--- src/rtl/ttip_pkg.sv ---
// shared types and constants of the text to integer parser
package ttip_pkg;

    localparam int CHAR_W          = 8;
    localparam int ACC_W           = 64;
    localparam int QUEUE_DEPTH_DEF = 2;

    // configuration register indexes
    localparam logic CFG_SIGNED_MODE = 1'b0;
    localparam logic CFG_WIDE_MODE   = 1'b1;

    // character codes used by the grammar
    localparam logic [CHAR_W-1:0] CH_NUL   = 8'h00;
    localparam logic [CHAR_W-1:0] CH_SPACE = 8'h20;
    localparam logic [CHAR_W-1:0] CH_TAB   = 8'h09;
    localparam logic [CHAR_W-1:0] CH_CR    = 8'h0D;
    localparam logic [CHAR_W-1:0] CH_PLUS  = 8'h2B;
    localparam logic [CHAR_W-1:0] CH_MINUS = 8'h2D;
    localparam logic [CHAR_W-1:0] CH_ZERO  = 8'h30;
    localparam logic [CHAR_W-1:0] CH_NINE  = 8'h39;
    localparam logic [CHAR_W-1:0] CH_LO_A  = 8'h61;
    localparam logic [CHAR_W-1:0] CH_LO_F  = 8'h66;
    localparam logic [CHAR_W-1:0] CH_UP_A  = 8'h41;
    localparam logic [CHAR_W-1:0] CH_UP_F  = 8'h46;
    localparam logic [CHAR_W-1:0] CH_LO_X  = 8'h78;
    localparam logic [CHAR_W-1:0] CASE_BIT = 8'h20;

    typedef enum logic [2:0] {
        PH_START  = 3'd0,
        PH_SIGN   = 3'd1,
        PH_ZERO   = 3'd2,
        PH_HEXPFX = 3'd3,
        PH_HEX    = 3'd4,
        PH_DEC    = 3'd5,
        PH_TRAIL  = 3'd6,
        PH_ERROR  = 3'd7
    } t_phase;

    // classified character, one queue entry
    typedef struct packed {
        logic       term;
        logic       space;
        logic       plus;
        logic       minus;
        logic       letter_x;
        logic       zero_char;
        logic       dec_ok;
        logic       hex_ok;
        logic [3:0] digit;
    } t_char_info;

    typedef struct packed {
        logic signed_mode;
        logic wide_mode;
    } t_mode;

endpackage

--- src/rtl/ttip_front.sv ---
// front end: takes character beats and classifies them for the queue
module ttip_front (
    input  logic                         i_in_valid,
    output logic                         o_in_ready,
    input  logic [ttip_pkg::CHAR_W-1:0]  i_char_byte,
    output logic                         o_push,
    output ttip_pkg::t_char_info         o_info,
    input  logic                         i_queue_full
);
    import ttip_pkg::*;

    logic [CHAR_W-1:0] w_c;

    assign o_in_ready = !i_queue_full;
    assign o_push     = i_in_valid && !i_queue_full;
    assign w_c        = i_char_byte;

    always_comb begin
        o_info           = '0;
        o_info.term      = (w_c == CH_NUL);
        o_info.space     = (w_c == CH_SPACE) || (w_c >= CH_TAB && w_c <= CH_CR);
        o_info.plus      = (w_c == CH_PLUS);
        o_info.minus     = (w_c == CH_MINUS);
        o_info.letter_x  = ((w_c | CASE_BIT) == CH_LO_X);
        o_info.zero_char = (w_c == CH_ZERO);
        priority if (w_c >= CH_ZERO && w_c <= CH_NINE) begin
            o_info.dec_ok = 1'b1;
            o_info.hex_ok = 1'b1;
            o_info.digit  = 4'(w_c - CH_ZERO);
        end else if (w_c >= CH_LO_A && w_c <= CH_LO_F) begin
            o_info.hex_ok = 1'b1;
            o_info.digit  = 4'(w_c - CH_LO_A + 8'd10);
        end else if (w_c >= CH_UP_A && w_c <= CH_UP_F) begin
            o_info.hex_ok = 1'b1;
            o_info.digit  = 4'(w_c - CH_UP_A + 8'd10);
        end else begin
            o_info.digit  = 4'd0;
        end
    end

endmodule

--- src/rtl/ttip_queue.sv ---
// short queue of classified characters between front and back
module ttip_queue #(
    parameter int DEPTH = ttip_pkg::QUEUE_DEPTH_DEF
) (
    input  logic                  i_clk,
    input  logic                  i_rst_n,
    input  logic                  i_push,
    input  ttip_pkg::t_char_info  i_info,
    output logic                  o_full,
    output logic                  o_valid,
    output ttip_pkg::t_char_info  o_info,
    input  logic                  i_pop
);
    import ttip_pkg::*;

    localparam int PTR_W = $clog2(DEPTH);
    localparam int CNT_W = $clog2(DEPTH + 1);

    t_char_info       r_mem [DEPTH];
    logic [PTR_W-1:0] r_wr_ptr, n_wr_ptr;
    logic [PTR_W-1:0] r_rd_ptr, n_rd_ptr;
    logic [CNT_W-1:0] r_count, n_count;
    logic             w_pop;

    assign o_full  = (r_count == CNT_W'(DEPTH));
    assign o_valid = (r_count != '0);
    assign o_info  = r_mem[r_rd_ptr];
    assign w_pop   = i_pop && o_valid;

    always_comb begin
        n_wr_ptr = r_wr_ptr;
        n_rd_ptr = r_rd_ptr;
        n_count  = r_count;
        if (i_push) begin
            n_wr_ptr = (r_wr_ptr == PTR_W'(DEPTH - 1)) ? '0 : r_wr_ptr + 1'b1;
        end
        if (w_pop) begin
            n_rd_ptr = (r_rd_ptr == PTR_W'(DEPTH - 1)) ? '0 : r_rd_ptr + 1'b1;
        end
        unique case ({i_push, w_pop})
            2'b10:   n_count = r_count + 1'b1;
            2'b01:   n_count = r_count - 1'b1;
            default: n_count = r_count;
        endcase
    end

    always_ff @(posedge i_clk) begin
        if (!i_rst_n) begin
            r_wr_ptr <= '0;
            r_rd_ptr <= '0;
            r_count  <= '0;
        end else begin
            r_wr_ptr <= n_wr_ptr;
            r_rd_ptr <= n_rd_ptr;
            r_count  <= n_count;
        end
    end

    always_ff @(posedge i_clk) begin
        if (i_push) begin
            r_mem[r_wr_ptr] <= i_info;
        end
    end

endmodule

--- src/rtl/ttip_back.sv ---
// back end: grammar state machine, accumulator, range check and result register
module ttip_back (
    input  logic                         i_clk,
    input  logic                         i_rst_n,
    input  ttip_pkg::t_mode              i_mode,
    input  logic                         i_q_valid,
    input  ttip_pkg::t_char_info         i_info,
    output logic                         o_pop,
    output logic                         o_out_valid,
    input  logic                         i_out_ready,
    output logic [ttip_pkg::ACC_W-1:0]   o_parsed_value,
    output logic                         o_parse_ok
);
    import ttip_pkg::*;

    t_phase             r_phase, n_phase;
    logic [ACC_W-1:0]   r_acc, n_acc;
    logic               r_minus, n_minus;
    logic               r_range, n_range;
    logic               r_out_valid;
    logic [ACC_W-1:0]   r_value;
    logic               r_ok;

    logic               w_take;
    logic               w_fin;
    logic [ACC_W-1:0]   w_mask;
    logic [ACC_W-1:0]   w_limit;
    logic [ACC_W+4:0]   w_prod10;
    logic [ACC_W+4:0]   w_prod16;
    logic [ACC_W+4:0]   w_sum10;
    logic [ACC_W+4:0]   w_sum16;
    logic               w_over10;
    logic               w_over16;
    logic [ACC_W-1:0]   w_val;
    logic [ACC_W-1:0]   w_res;
    logic               w_digits;

    assign w_mask  = {{(ACC_W/2){i_mode.wide_mode}}, {(ACC_W/2){1'b1}}};
    assign w_limit = i_mode.signed_mode ? (w_mask >> 1) : w_mask;

    // true product plus digit, compared against the limit before wrapping
    assign w_prod10 = {2'b0, r_acc, 3'b0} + {4'b0, r_acc, 1'b0};
    assign w_prod16 = {1'b0, r_acc, 4'b0};
    assign w_sum10  = w_prod10 + {{(ACC_W+1){1'b0}}, i_info.digit};
    assign w_sum16  = w_prod16 + {{(ACC_W+1){1'b0}}, i_info.digit};
    assign w_over10 = w_sum10 > {5'b0, w_limit};
    assign w_over16 = w_sum16 > {5'b0, w_limit};

    // terminators wait for the result register, other beats flow freely
    assign o_pop  = i_q_valid && (!i_info.term || !r_out_valid || i_out_ready);
    assign w_take = o_pop;
    assign w_fin  = w_take && i_info.term;

    assign w_val    = r_acc & w_mask;
    assign w_res    = r_minus ? ((~w_val + 1'b1) & w_mask) : w_val;
    assign w_digits = (r_phase == PH_ZERO) || (r_phase == PH_HEX) ||
                      (r_phase == PH_DEC) || (r_phase == PH_TRAIL);

    always_comb begin
        n_phase = r_phase;
        n_acc   = r_acc;
        n_minus = r_minus;
        n_range = r_range;
        if (w_fin) begin
            n_phase = PH_START;
            n_acc   = '0;
            n_minus = 1'b0;
            n_range = 1'b0;
        end else if (w_take) begin
            unique case (r_phase)
                PH_START, PH_SIGN: begin
                    priority if (r_phase == PH_START && i_info.space) begin
                        n_phase = PH_START;
                    end else if (r_phase == PH_START && i_info.plus) begin
                        n_phase = PH_SIGN;
                    end else if (r_phase == PH_START && i_info.minus &&
                                 i_mode.signed_mode) begin
                        n_minus = 1'b1;
                        n_phase = PH_SIGN;
                    end else if (i_info.zero_char) begin
                        n_phase = PH_ZERO;
                    end else if (i_info.dec_ok) begin
                        n_acc   = w_sum10[ACC_W-1:0] & w_mask;
                        n_range = r_range | w_over10;
                        n_phase = PH_DEC;
                    end else begin
                        n_phase = PH_ERROR;
                    end
                end
                PH_ZERO, PH_DEC: begin
                    priority if (r_phase == PH_ZERO && i_info.letter_x) begin
                        n_phase = PH_HEXPFX;
                    end else if (i_info.dec_ok) begin
                        n_acc   = w_sum10[ACC_W-1:0] & w_mask;
                        n_range = r_range | w_over10;
                        n_phase = PH_DEC;
                    end else if (i_info.space) begin
                        n_phase = PH_TRAIL;
                    end else begin
                        n_phase = PH_ERROR;
                    end
                end
                PH_HEXPFX, PH_HEX: begin
                    priority if (i_info.hex_ok) begin
                        n_acc   = w_sum16[ACC_W-1:0] & w_mask;
                        n_range = r_range | w_over16;
                        n_phase = PH_HEX;
                    end else if (r_phase == PH_HEX && i_info.space) begin
                        n_phase = PH_TRAIL;
                    end else begin
                        n_phase = PH_ERROR;
                    end
                end
                PH_TRAIL: begin
                    if (!i_info.space) begin
                        n_phase = PH_ERROR;
                    end
                end
                PH_ERROR: begin
                    n_phase = PH_ERROR;
                end
                default: begin
                    n_phase = PH_ERROR;
                end
            endcase
        end
    end

    always_ff @(posedge i_clk) begin
        if (!i_rst_n) begin
            r_phase     <= PH_START;
            r_acc       <= '0;
            r_minus     <= 1'b0;
            r_range     <= 1'b0;
            r_out_valid <= 1'b0;
        end else begin
            r_phase <= n_phase;
            r_acc   <= n_acc;
            r_minus <= n_minus;
            r_range <= n_range;
            if (w_fin) begin
                r_out_valid <= 1'b1;
            end else if (i_out_ready) begin
                r_out_valid <= 1'b0;
            end
        end
    end

    always_ff @(posedge i_clk) begin
        if (w_fin) begin
            r_value <= w_res;
            r_ok    <= w_digits && !r_range;
        end
    end

    assign o_out_valid    = r_out_valid;
    assign o_parsed_value = r_value;
    assign o_parse_ok     = r_ok;

endmodule

--- src/rtl/text_to_integer_parser.sv ---
// top level of the streaming text to integer parser
// throughput: one character beat per cycle, terminators included, while results are taken
// result path: an accepted terminating zero is written into the queue, then the grammar stage
//   pops it and loads the result register
// the per-character shift-add plus range compare in the back end sets the cycle time
// reset: synchronous, active low; clears queue, parser state and result valid,
//   signed_mode returns to 1 and wide_mode to 0
module text_to_integer_parser #(
    parameter int QUEUE_DEPTH = ttip_pkg::QUEUE_DEPTH_DEF
) (
    input  logic                         i_clk,
    input  logic                         i_rst_n,
    // configuration write port
    input  logic                         i_cfg_we,
    input  logic                         i_cfg_index,
    input  logic                         i_cfg_data,
    // character input channel
    input  logic                         i_in_valid,
    output logic                         o_in_ready,
    input  logic [ttip_pkg::CHAR_W-1:0]  i_char_byte,
    // result channel
    output logic                         o_out_valid,
    input  logic                         i_out_ready,
    output logic [ttip_pkg::ACC_W-1:0]   o_parsed_value,
    output logic                         o_parse_ok
);
    import ttip_pkg::*;

    // mode registers, read live by the back end on every beat
    logic       r_signed_mode;
    logic       r_wide_mode;
    t_mode      w_mode;

    // front to queue
    logic       w_push;
    t_char_info w_front_info;
    logic       w_full;

    // queue to back
    logic       w_q_valid;
    t_char_info w_q_info;
    logic       w_pop;

    always_ff @(posedge i_clk) begin
        if (!i_rst_n) begin
            r_signed_mode <= 1'b1;
            r_wide_mode   <= 1'b0;
        end else if (i_cfg_we) begin
            unique case (i_cfg_index)
                CFG_SIGNED_MODE: r_signed_mode <= i_cfg_data;
                CFG_WIDE_MODE:   r_wide_mode   <= i_cfg_data;
                default:         ;
            endcase
        end
    end

    assign w_mode.signed_mode = r_signed_mode;
    assign w_mode.wide_mode   = r_wide_mode;

    // front: handshake and character classification
    ttip_front u_front (
        .i_in_valid   (i_in_valid),
        .o_in_ready   (o_in_ready),
        .i_char_byte  (i_char_byte),
        .o_push       (w_push),
        .o_info       (w_front_info),
        .i_queue_full (w_full)
    );

    // queue decouples intake from the grammar stage
    ttip_queue #(
        .DEPTH (QUEUE_DEPTH)
    ) u_queue (
        .i_clk   (i_clk),
        .i_rst_n (i_rst_n),
        .i_push  (w_push),
        .i_info  (w_front_info),
        .o_full  (w_full),
        .o_valid (w_q_valid),
        .o_info  (w_q_info),
        .i_pop   (w_pop)
    );

    // back: grammar, accumulation, range tracking, result register
    ttip_back u_back (
        .i_clk          (i_clk),
        .i_rst_n        (i_rst_n),
        .i_mode         (w_mode),
        .i_q_valid      (w_q_valid),
        .i_info         (w_q_info),
        .o_pop          (w_pop),
        .o_out_valid    (o_out_valid),
        .i_out_ready    (i_out_ready),
        .o_parsed_value (o_parsed_value),
        .o_parse_ok     (o_parse_ok)
    );

endmodule

--- config.mk ---
export PLATFORM = sky130hd
export DESIGN_NAME = text_to_integer_parser
export DESIGN_NICKNAME = d
export VERILOG_FILES = /design/src/rtl/ttip_pkg.sv /design/src/rtl/ttip_front.sv /design/src/rtl/ttip_queue.sv /design/src/rtl/ttip_back.sv /design/src/rtl/text_to_integer_parser.sv
export SDC_FILE = /design/constraint.sdc
export NUM_CORES = 1
export LEC_CHECK = 0
export BUFFER_PORTS_ARGS = -buffer_cell sky130_fd_sc_hd__clkbuf_2
export CAP_MARGIN = 40
export CORE_MARGIN = 4
export CORE_UTILIZATION = 45
export CTS_CLUSTER_DIAMETER = 40
export CTS_CLUSTER_SIZE = 14
export DETAILED_ROUTE_END_ITERATION = 8
export SLEW_MARGIN = 20
export SYNTH_ARGS = -nofsm -noshare
export SYNTH_HDL_FRONTEND = slang
export SYNTH_HIERARCHICAL = 1
export SYNTH_SLANG_ARGS = --single-unit
--- constraint.sdc ---
create_clock -name i_clk -period 16.45 [get_ports i_clk]
set_input_delay 3.29 -clock i_clk [delete_from_list [all_inputs] [get_ports i_clk]]
set_output_delay 3.29 -clock i_clk [all_outputs]
set_load 0.02 [all_outputs]
==> metrics <==
CP startpoint kind=flip-flop; # diodes=0; wire length per cell=18.96 um; CTS tree=done; Post-CTS Setup Inserts=0; internal power=1.123 mW; switching part of the total=0.4485; die height=190.6 um; DP Area=15,800 um^2; Die W=190.6 um; largest net degree at the start of global routing=90; mux cell area share after synthesis=0.02302; final setup TNS=0 ns; number of global-route vias before repair=12,370; Post-Syn Nets=2,011; clk_lat worst skew=0.45 ns; DR pass1 iterations=5; post-layout min period=8.205 ns; Final WS setup=8.245 ns; worst hold endpoint=u_queue/r_count[1]$_SDFFE_PN0P_; Mapped Cells=1,766; first-pass GRT wire length=67,920 um; Layout area overhead=9.468%; post-synth cell types=80; P_sw=913.2 uW; Clock Path Buffers=2; Seq. cell area=4217 um^2; CP max FO=12; Mapped Area=15,000 um^2; layout cells sized above 1=0.1005; CP endpoint kind=flip-flop; slowest stage delay, CP=0.65 ns; Final Cell Area=16,420 um^2; main combinational cell family by area after synthesis=compound AO/OA/AOI/OAI gates; Leak=7.275 nW; Synth Area in XOR/XNOR=0.05372; GP Congestion=0.9595; ys async rst share=0; #FFs+latches synth=166; total gr overflow=0; Multi-input gate area=10,250 um^2; die area=36,320 um^2; Worst Skew=0.01714 ns; Max transition margin=0.4254; Ports=82; RSZ-0062 raised after global routing=no; top-count cell post-synth=ha_1; routed wire length=42,900 um; worst slack, placed=8.312 ns; FF-to-FF End=u_back/r_range$_SDFFE_PP0P_; number of flops mapped to enable cells by yosys=89; initial core utilization=0.4587; hold path cells=2; status=finished, final reports clean; DRC=0; Vias=13,390; Worst-path clk slew=0.07 ns; WP data arrival=8.53 ns; highest-delay cell along the critical path=dfxtp_1; CTS Hold Buffers Added=0; Post-synth top flop=edfxtp_1; antenna violations before repair=3; Port Buf Inserts=81; Clock power frac=0.204; Synth top area share=0.1902; WP data required=16.78 ns; pwr dens=124.0 nW/um^2; Final #Nets=2,053; Adder-Cell Fraction of Synth Area=0.1929; Max Slew Vio Count=0; R2R Setup Slk=8.25 ns; Via density=5.915; All-Layer GR Usage=0.2342; Mean Syn Cell Area=8.493 um^2; dominant cell type by area after synthesis=ha_1; Final HPWL DP=32,440 um; CTS-repair resized insts=0; Flop pwr share=0.293; CP Class=flip-flop to flip-flop; CTS Buf Count=17; Slew @ Worst Pin=0.8553 ns; num rows=66; Area contributors post-synth=ha_1, edfxtp_1, dfxtp_1; simple-gate share of the synthesized area=0.2040; reg2reg path depth=27; Synth top cells by count=ha_1, nand2_1, a21oi_1; hold_sp=u_queue/r_count[1]$_SDFFE_PN0P_; YS warnings=6; CORE AREA=32,700 um^2; filler instances=3,185; Fmax achieved=121.9 MHz; clock root buffer=clkbuf_16; peak supply drop=0.07412 mV; Hold/Removal Path Class=flip-flop to flip-flop; Iteration-0 DRC Markers=1,213; count of final setup violators=0; CTS Sinks=166; CTS H-tree depth=4; period utilization=0.4988; DRT antenna net count=0; max_cap viols=0; sequential area share after synthesis=0.2809; Comb power frac=0.503; Hold Fails Final Rpt=0; Synth Area in Compound Gates=0.2080
metrics by stage:
| stage | total power, mW | std cells | hold slack (ns) | util |
|---|---|---|---|---|
| 2_1_floorplan | 1.350 | 1766 | 0.4743 | - |
| 3_3_place_gp | 1.598 | 2226 | 0.4970 | 0.4821 |
| 3_5_place_dp | 1.613 | 2230 | 0.5231 | 0.4832 |
| 4_1_cts | 2.034 | 2262 | 0.5369 | 0.5013 |
| 5_1_grt | 2.180 | 2263 | 0.5649 | 0.5021 |
| 6_report | 2.036 | 2263 | 0.5306 | 0.5021 |
metal layers:
layer / part of all wire / global-route usage
met1: 0.48 / 0.3445
met2: 0.42 / 0.3568
met3: 0.075 / 0.04211
met4: 0.020 / 0.05718
met5: 0.00030 / 0
state kept, by name, summed over array words and instances (netlist names), named ones only:
signal,cells
u_back/r_phase,3
u_back/o_parse_ok,1
u_queue/r_mem,24
u_back/o_out_valid,1
u_back/o_parsed_value,64
u_back/r_range,1
u_back/r_acc,64
r_signed_mode,1
u_back/r_minus,1
u_queue/r_rd_ptr,1
u_queue/r_count,2
u_queue/r_wr_ptr,1
r_wide_mode,1
critical path: cells and delay by family, from the launching register on:
kind	cells	cell delay [ns]
AO/OA/AOI/OAI	9	2.58
XOR/XNOR	1	0.18
adder cells (fa/ha/maj)	3	1.20
buffers and inverters	2	0.13
flip-flops	1	0.65
multiplexers	1	0.30
AND/OR/NAND/NOR	11	3.05
power by group through the flow:
stage                     registers (mW)  logic, mW  clock network (mW)
after CTS                          0.596       1.01               0.425
after floorplan                    0.628      0.722                   0
after global routing               0.606       1.13               0.443
final                              0.596       1.02               0.416
after global placement             0.604      0.994                   0
after detailed placement           0.606       1.01                   0
placed cells by master, fill, tap and decap left out, types with 9 or more instances in the layout:
cell and instances:
a211oi_1 24, a21o_1 47, a21oi_1 150, a31oi_1 12
and2_1 17, and3_1 12, buf_4 12, clkbuf_16 17
clkbuf_2 81, dfxtp_1 75, edfxtp_1 89, ha_1 228
inv_1 65, mux2_2 12, mux2i_1 21, nand2_1 198
nand2b_1 16, nand3_1 43, nand4_1 39, nor2_1 118
nor2b_1 25, nor3_1 40, nor3b_1 9, nor4_1 15
o211ai_1 14, o21ai_0 131, o21bai_1 13, o22ai_1 15
o31ai_1 18, or2_2 10, or3_1 19, xnor2_1 63
xor2_1 29
worst max path at each step:
| stage | cells past startpoint | to | slack (ns) | startpoint |
|---|---|---|---|---|
| after global placement | 27 | u_back/r_range$_SDFFE_PP0P_ | 8.57 | flip-flop |
| after detailed placement | 27 | u_back/r_range$_SDFFE_PP0P_ | 8.31 | flip-flop |
| final | 27 | u_back/r_range$_SDFFE_PP0P_ | 8.25 | flip-flop |
| after floorplan | 28 | u_back/r_range$_SDFFE_PP0P_ | 9.68 | flip-flop |
| after global routing | 27 | u_back/r_range$_SDFFE_PP0P_ | 7.57 | flip-flop |
| after CTS | 27 | u_back/r_range$_SDFFE_PP0P_ | 8.24 | flip-flop |
layout make-up:
cell class | count | share of cell area
flip-flops and latches | 166 | 0.2568
repair buffers | 97 | 0.03376
clock inverters | 12 | 0.009297
clock buffers | 20 | 0.02659
multi-input cells | 1459 | 0.6246
inverters | 67 | 0.01532
well taps | 442 | 0.03368
logic make-up after synthesis:
kind of cell / count (synthesis)
muxes: 33
DFF: 166
AOI/OAI and AO/OA: 501
adders and majority gates: 230
buffers and inverters: 141
and+or+nand+nor: 603
xor gates and xnor gates: 92
Note: power is estimated with default switching activity, not from simulation.
